==> src/rtl/bmh_pkg.sv <==
// shared types and constants for the binary max-heap unit
package bmh_pkg;

  // sizing
  localparam int CAPACITY  = 64;
  localparam int KEY_WIDTH = 32;
  localparam int ADDR_W    = $clog2(CAPACITY);
  localparam int COUNT_W   = $clog2(CAPACITY + 1);
  // child index of the deepest slot: two bits wider than an address, one for the doubling and one for the carry
  localparam int IDX_W     = ADDR_W + 2;

  typedef logic [KEY_WIDTH-1:0] key_t;
  typedef logic [ADDR_W-1:0]    addr_t;
  typedef logic [COUNT_W-1:0]   count_t;
  typedef logic [IDX_W-1:0]     idx_t;

  localparam count_t FULL_COUNT = count_t'(CAPACITY);

  // operation codes
  typedef enum logic {
    OP_PUSH = 1'b0,
    OP_POP  = 1'b1
  } op_t;

  // result status codes
  typedef enum logic [1:0] {
    ST_OK    = 2'd0,
    ST_FULL  = 2'd1,
    ST_EMPTY = 2'd2
  } status_t;

  // command transaction
  typedef struct packed {
    op_t  func;
    key_t key_in;
  } cmd_t;

  // result transaction
  typedef struct packed {
    key_t    popped_key;
    key_t    top_key;
    count_t  entry_count;
    status_t status;
  } result_t;

endpackage

==> src/rtl/bmh_store.sv <==
// key store: one write port, two registered read ports
module bmh_store (
  input  logic          clk,
  input  logic          wr_en,
  input  bmh_pkg::addr_t wr_addr,
  input  bmh_pkg::key_t  wr_data,
  input  bmh_pkg::addr_t rd_a_addr,
  input  bmh_pkg::addr_t rd_b_addr,
  output bmh_pkg::key_t  rd_a_data,
  output bmh_pkg::key_t  rd_b_data
);
  import bmh_pkg::*;

  key_t mem [CAPACITY];

  // write port
  always_ff @(posedge clk) begin
    if (wr_en) begin
      mem[wr_addr] <= wr_data;
    end
  end

  // read ports, registered
  always_ff @(posedge clk) begin
    rd_a_data <= mem[rd_a_addr];
    rd_b_data <= mem[rd_b_addr];
  end

endmodule

==> src/rtl/binary_max_heap_unit.sv <==
// binary max-heap priority queue: push a key or pop the maximum, one result per command
//
// A command is taken when start is high and busy is low. Each command gives exactly one
// result, shown on result for one cycle with done high; the receiver cannot stall it.
// A push to a full heap and a pop from an empty heap answer in the cycle after the command
// and leave the heap unchanged; a pop that empties the heap answers likewise. Otherwise
// the key walks the heap one level per read-compare pass through the single key store,
// a read state and then a compare-and-write state per level, until the key stops.
// busy is high meanwhile. The key store needs no clearing after reset.
module binary_max_heap_unit (
  input  logic             clk,
  input  logic             rst,
  input  logic             start,
  input  bmh_pkg::cmd_t    cmd,
  output logic             busy,
  output logic             done,
  output bmh_pkg::result_t result
);
  import bmh_pkg::*;

  typedef enum logic [2:0] {
    S_IDLE,
    S_UP_RD,
    S_UP_CMP,
    S_POP_RD,
    S_POP_LD,
    S_DN_RD,
    S_DN_CMP
  } state_t;

  state_t state;
  addr_t  pos;
  count_t count;
  key_t   key;
  key_t   top;
  key_t   popped;

  logic   wr_en;
  addr_t  wr_addr;
  key_t   wr_data;
  addr_t  rd_a_addr;
  addr_t  rd_b_addr;
  key_t   rd_a_data;
  key_t   rd_b_data;
  logic   finish;
  key_t   top_next;

  addr_t  parent;
  idx_t   child_l;
  idx_t   child_r;
  logic   l_ok;
  logic   r_ok;
  logic   pick_right;
  key_t   pick_val;
  addr_t  pick_idx;

  bmh_store u_store (
    .clk       (clk),
    .wr_en     (wr_en),
    .wr_addr   (wr_addr),
    .wr_data   (wr_data),
    .rd_a_addr (rd_a_addr),
    .rd_b_addr (rd_b_addr),
    .rd_a_data (rd_a_data),
    .rd_b_data (rd_b_data)
  );

  // heap index arithmetic around the hole
  assign parent     = addr_t'((pos - 1'b1) >> 1);
  assign child_l    = idx_t'({pos, 1'b1});
  assign child_r    = child_l + 1'b1;
  assign l_ok       = child_l < idx_t'(count);
  assign r_ok       = child_r < idx_t'(count);
  assign pick_right = r_ok && (rd_b_data > rd_a_data);
  assign pick_val   = pick_right ? rd_b_data : rd_a_data;
  assign pick_idx   = pick_right ? child_r[ADDR_W-1:0] : child_l[ADDR_W-1:0];

  // store access per state; no read whose data is used targets the slot being written, so no forwarding
  always_comb begin
    wr_en     = 1'b0;
    wr_addr   = pos;
    wr_data   = key;
    rd_a_addr = pos;
    rd_b_addr = pos;
    finish    = 1'b0;
    case (state)
      S_UP_RD: begin
        if (pos == '0) begin
          wr_en  = 1'b1;
          finish = 1'b1;
        end else begin
          rd_a_addr = parent;
        end
      end
      S_UP_CMP: begin
        wr_en = 1'b1;
        if (key > rd_a_data) begin
          wr_data = rd_a_data;
        end else begin
          finish = 1'b1;
        end
      end
      S_POP_RD: begin
        rd_a_addr = count[ADDR_W-1:0];
      end
      S_DN_RD: begin
        if (!l_ok) begin
          wr_en  = 1'b1;
          finish = 1'b1;
        end else begin
          rd_a_addr = child_l[ADDR_W-1:0];
          rd_b_addr = child_r[ADDR_W-1:0];
        end
      end
      S_DN_CMP: begin
        wr_en = 1'b1;
        if (pick_val > key) begin
          wr_data = pick_val;
        end else begin
          finish = 1'b1;
        end
      end
      default: begin
      end
    endcase
  end

  // shadow of the root slot
  assign top_next = (wr_en && (wr_addr == '0)) ? wr_data : top;

  // sequencer and result register
  always_ff @(posedge clk) begin
    if (rst) begin
      state <= S_IDLE;
      busy  <= 1'b0;
      done  <= 1'b0;
      count <= '0;
    end else begin
      done <= 1'b0;
      top  <= top_next;
      case (state)
        S_IDLE: begin
          if (start) begin
            if (cmd.func == OP_PUSH) begin
              if (count == FULL_COUNT) begin
                done   <= 1'b1;
                result <= '{popped_key: '0, top_key: top, entry_count: count,
                            status: ST_FULL};
              end else begin
                key    <= cmd.key_in;
                pos    <= count[ADDR_W-1:0];
                count  <= count + 1'b1;
                popped <= '0;
                busy   <= 1'b1;
                state  <= S_UP_RD;
              end
            end else begin
              if (count == '0) begin
                done   <= 1'b1;
                result <= '{popped_key: '0, top_key: '0, entry_count: '0,
                            status: ST_EMPTY};
              end else if (count == count_t'(1)) begin
                count  <= '0;
                done   <= 1'b1;
                result <= '{popped_key: top, top_key: '0, entry_count: '0,
                            status: ST_OK};
              end else begin
                popped <= top;
                count  <= count - 1'b1;
                busy   <= 1'b1;
                state  <= S_POP_RD;
              end
            end
          end
        end
        S_UP_RD: begin
          state <= S_UP_CMP;
        end
        S_UP_CMP: begin
          pos   <= parent;
          state <= S_UP_RD;
        end
        S_POP_RD: begin
          state <= S_POP_LD;
        end
        S_POP_LD: begin
          key   <= rd_a_data;
          pos   <= '0;
          state <= S_DN_RD;
        end
        S_DN_RD: begin
          state <= S_DN_CMP;
        end
        S_DN_CMP: begin
          pos   <= pick_idx;
          state <= S_DN_RD;
        end
        default: begin
          state <= S_IDLE;
        end
      endcase
      // end of a sift: the transaction completes
      if (finish) begin
        state  <= S_IDLE;
        busy   <= 1'b0;
        done   <= 1'b1;
        result <= '{popped_key: popped, top_key: top_next, entry_count: count,
                    status: ST_OK};
      end
    end
  end

  // checks
  a_done_not_busy: assert property (@(posedge clk) disable iff (rst)
    done |-> !busy)
    else $error("result strobe while still busy");

  a_count_bound: assert property (@(posedge clk) disable iff (rst)
    count <= FULL_COUNT)
    else $error("entry count beyond capacity");

  a_busy_state: assert property (@(posedge clk) disable iff (rst)
    busy |-> (state != S_IDLE))
    else $error("busy while sequencer idle");

  a_full_push: assert property (@(posedge clk) disable iff (rst)
    (start && !busy && (cmd.func == OP_PUSH) && (count == FULL_COUNT))
      |=> (done && (result.status == ST_FULL)))
    else $error("push on full heap not flagged");

  a_empty_pop: assert property (@(posedge clk) disable iff (rst)
    (start && !busy && (cmd.func == OP_POP) && (count == '0))
      |=> (done && (result.status == ST_EMPTY) && (result.entry_count == '0)))
    else $error("pop on empty heap not flagged");

endmodule
==> config.mk <==
export PLATFORM = sky130hd
export DESIGN_NAME = binary_max_heap_unit
export DESIGN_NICKNAME = d
export VERILOG_FILES = /design/src/rtl/bmh_pkg.sv /design/src/rtl/bmh_store.sv /design/src/rtl/binary_max_heap_unit.sv
export SDC_FILE = /design/constraint.sdc
export NUM_CORES = 2
export LEC_CHECK = 0
export ABC_CLOCK_PERIOD_IN_PS = 17620
export BUFFER_PORTS_ARGS = -buffer_cell sky130_fd_sc_hd__buf_2
export CORE_MARGIN = 2
export CORE_UTILIZATION = 45
export CTS_CLUSTER_SIZE = 8
export DETAILED_ROUTE_END_ITERATION = 7
export PLACE_DENSITY = 0.61
export SETUP_SLACK_MARGIN = 0.15
export SLEW_MARGIN = 20
export SYNTH_ARGS = -nofsm -noshare
export SYNTH_HDL_FRONTEND = slang
export SYNTH_SLANG_ARGS = --single-unit
==> constraint.sdc <==
create_clock -name clk -period 17.62 [get_ports clk]
set_input_delay 0.881 -clock clk [delete_from_list [all_inputs] [get_ports clk]]
set_output_delay 0.881 -clock clk [all_outputs]
set_load 0.1 [all_outputs]
==> results by group <==
STA
  – Unrepaired setup endpoints after global routing: no
  – Fin. Hold Viols: 0
  – Worst slew pin tran: ~1.3 ns
  – Post-route setup slack: roughly 8.9 ns
  – Post-route clock period utilization: between 40% and 50%
  – Max Fclk: about 110 MHz
  – Max-Slew Margin vs Limit: 12.3%
  – Clock skew: 0.0611 ns
  – Setup TNS: 0 ns
  – Final Max Tran Viols: 0
  – Count of final setup violators: 0
  – Final min period: between 8 and 9 ns

Drt
  – First-pass DRT Iterations: 7
  – DR DRC count: 0
  – Final wirelength: 431 mm
  – Initial DRC Count: between 10,000 and 15,000
  – Drt via density: ~6.9
  – Vias: 88,319
  – Final ANT Viol Nets: 0
  – DR WL/cell: roughly 34 µm

Clocking
  – CTS Hold Bufs: 0
  – CTS Sinks: approximately 2,300
  – Clk slew on worst S/H paths: about 0.050 ns
  – Resized Gates After CTS: 0
  – Clock Path Buffers: 4
  – Worst-Skew Late Latency: approximately 0.98 ns
  – Cts bufs inserted: 339
  – Root Buffer: clkbuf_16
  – # Post-CTS Setup Buffers: 0
  – CTS tree: yes
  – Number of H-tree levels: 5

Floorplan
  – Chip height: about 500 µm
  – Std cell rows: 183
  – Die W: between 500 and 600 µm
  – Initial core utilization: 45.3%
  – Core ar.: around 250,000 µm²
  – Die footprint: ~250,000 µm²
  – IO Count: around 110

GRT
  – Initial antenna violation count: 43
  – GR Overflow Total: 0
  – First-pass GRT wire length: 605 mm
  – Vias in the first global route: 84,255
  – Global Route Usage Sum: between 30% and 40%
  – Largest net degree at the start of global routing: 148

Logic synthesis
  – Most area-hungry cell type in the Yosys netlist: edfxtp_1
  – Mapped Nets: 9,599
  – Top post-synthesis cells by count: edfxtp_1 (2,223), nand2_1 (1,522), mux2i_1 (786), clkbuf_1 (602), nor2_1 (425)
  – Synthesized instance count: 9,446
  – Synth async-reset ratio: 0%
  – Number of synthesized register bits: about 2,300
  – Post-Syn Area: 113,000 µm²
  – Synth top area cells: edfxtp_1 (59%), mux2i_1 (7.0%), nand2_1 (5.1%)
  – Mean post-synth cell area: about 12 µm²
  – EDFF count, synth: around 2,200
  – Yosys cell types: 71
  – Most frequent cell after synthesis: edfxtp_1
  – Dominant synthesized flop cell: edfxtp_1
  – Synth Warn #: 0
  – Seq/Total Area, Yosys: 60.5%
  – Synth top area share: between 50% and 60%

Worst setup path
  – Critical Path Source: u_store.rd_a_data[30]$_DFF_P_
  – CP Max Fanout: 96
  – FF-to-FF End: u_store.mem[8][8]$_DFFE_PP_
  – Cell count of the worst reg-to-reg path: 20
  – Reg2Reg Setup Slack: about 8.9 ns
  – FF-to-FF Start: u_store.rd_a_data[30]$_DFF_P_
  – Worst Path Required: 18.01 ns
  – Crit end category: flip-flop
  – Arrival @ worst endpoint: about 9.1 ns
  – Critical path class: flip-flop to flip-flop
  – Crit start category: flip-flop

Place
  – Routability congestion estimate: between 0.9 and 1
  – DP Wirelength: 237 mm
  – PortBufs: 110
  – Pre-CTS setup slack: around 9.4 ns

Pwr
  – Maximum VDD drop: 198 µV
  – Power density cells: roughly 180 nW/µm²
  – Static leakage: roughly 44 nW
  – Tot Pwr: 22.8 mW

Worst hold path
  – Hold Crit Depth: 3
  – Hold EP: key[4]$_DFFE_PP_
  – Hold Path Origin: cmd[4]
  – Hold WC Path Type: primary input to flip-flop

Status
  – Outcome: completed

Final layout
  – Nets: 9,492
  – Layout area overhead: 12.2%
  – Share of cells above drive strength 1: 12.6%

Job
  – Max-cap violation count: 0
[metrics by stage]
stage / utilization [%] / area, µm² / hold slack (ns) / cells
floorplan: - / 113000 / 0.496 / 9446
global placement: 47.2 / 117000 / 0.496 / 12328
detailed placement: 47.2 / 117000 / 0.500 / 12328
CTS: 50.8 / 126000 / 0.180 / 12736
global route: 50.8 / 126000 / 0.232 / 12738
finish: 50.8 / 127000 / 0.229 / 12746
[report_power, final]
| part | switching [mW] | leakage (nW) | internal [mW] |
|---|---|---|---|
| combinational | 7.36 | 19.2 | 2.90 |
| clock | 2.30 | 4.36 | 3.46 |
| sequential | 0.122 | 20.7 | 6.68 |
[final cells by class]
type	count	area (µm²)
multi-input cells	6212	41900
diodes	10	25.0
flip-flops and latches	2299	68300
repair buffers	365	2780
fillers	21186	122000
clock inverters	13	149
clock buffers	395	8780
inverters	122	474
well taps	3330	4170
[worst max-delay path by stage]
stage | slack, ns | depth (start not counted) | to
after floorplan | 8.44 | 26 | result[0]$_SDFFCE_PP0P_
after global placement | 9.38 | 20 | u_store.mem[46][8]$_DFFE_PP_
after detailed placement | 9.42 | 20 | u_store.mem[47][10]$_DFFE_PP_
after CTS | 9.33 | 20 | u_store.mem[38][10]$_DFFE_PP_
after global routing | 8.44 | 20 | u_store.mem[8][8]$_DFFE_PP_
final | 8.89 | 20 | u_store.mem[8][8]$_DFFE_PP_
[critical path: stages (launching register included)]
cell      delay [ns]
dfxtp_1         0.34
inv_1           0.09
ha_1            0.33
nand4_1         0.21
nor4_1          0.96
o311ai_0        0.29
and4_1          0.37
nor2_4          0.14
buf_4           0.65
o21ai_0         0.21
ha_1            0.33
nand4_1         0.19
nor4_1          0.62
o211ai_1        0.22
nand4_1         0.18
a31oi_1         0.20
nand2_1         0.12
nand2_1         0.51
buf_4           0.45
a221oi_1        0.65
clkinv_2        0.88
[flip-flops by register name, indices dropped and copies added, names as in the netlist, 6 cells and up]
signal	flops
u_store.rd_a_data	32
u_store.rd_b_data	32
top	32
popped	32
result	73
u_store.mem	2048
count	7
key	32
pos	6
[kinds of logic after synthesis]
kind of cell | Yosys count | share of synthesized area, %
simple gates | 2931 | 11.7
mux | 924 | 9.64
compound gates | 2227 | 13.5
flops | 2299 | 60.5
xor+xnor | 13 | 0.101
fa+ha+maj | 117 | 1.30
buf+inv | 935 | 3.23
[layout by cell type, fill, tap and decap left out, types with 71 or more instances in the layout]
master and instances:
edfxtp_1 2223, nand2_1 1514, mux2i_1 785, a21oi_1 401, o22ai_1 368, nor2_1 352
clkbuf_16 342, a211oi_1 289, and3_1 245, buf_4 230, nand3_1 226, o21ai_0 224
o221ai_1 218, o311ai_0 209, a31oi_1 191, or2_2 180, mux4_2 129, ha_1 116
buf_2 110, inv_1 99, nor3_1 78, dfxtp_1 76, nor2_4 71
[layer usage]
metal  global-route usage, %  vias up  wire length, µm
met5                       0        -              272
met4                    15.6       44            22000
met3                    8.80     1390            57400
met2                    49.1     6737           189000
met1                    43.8    43837           162000
li1                        -    36311                -
(Power assumes the default switching activity.)
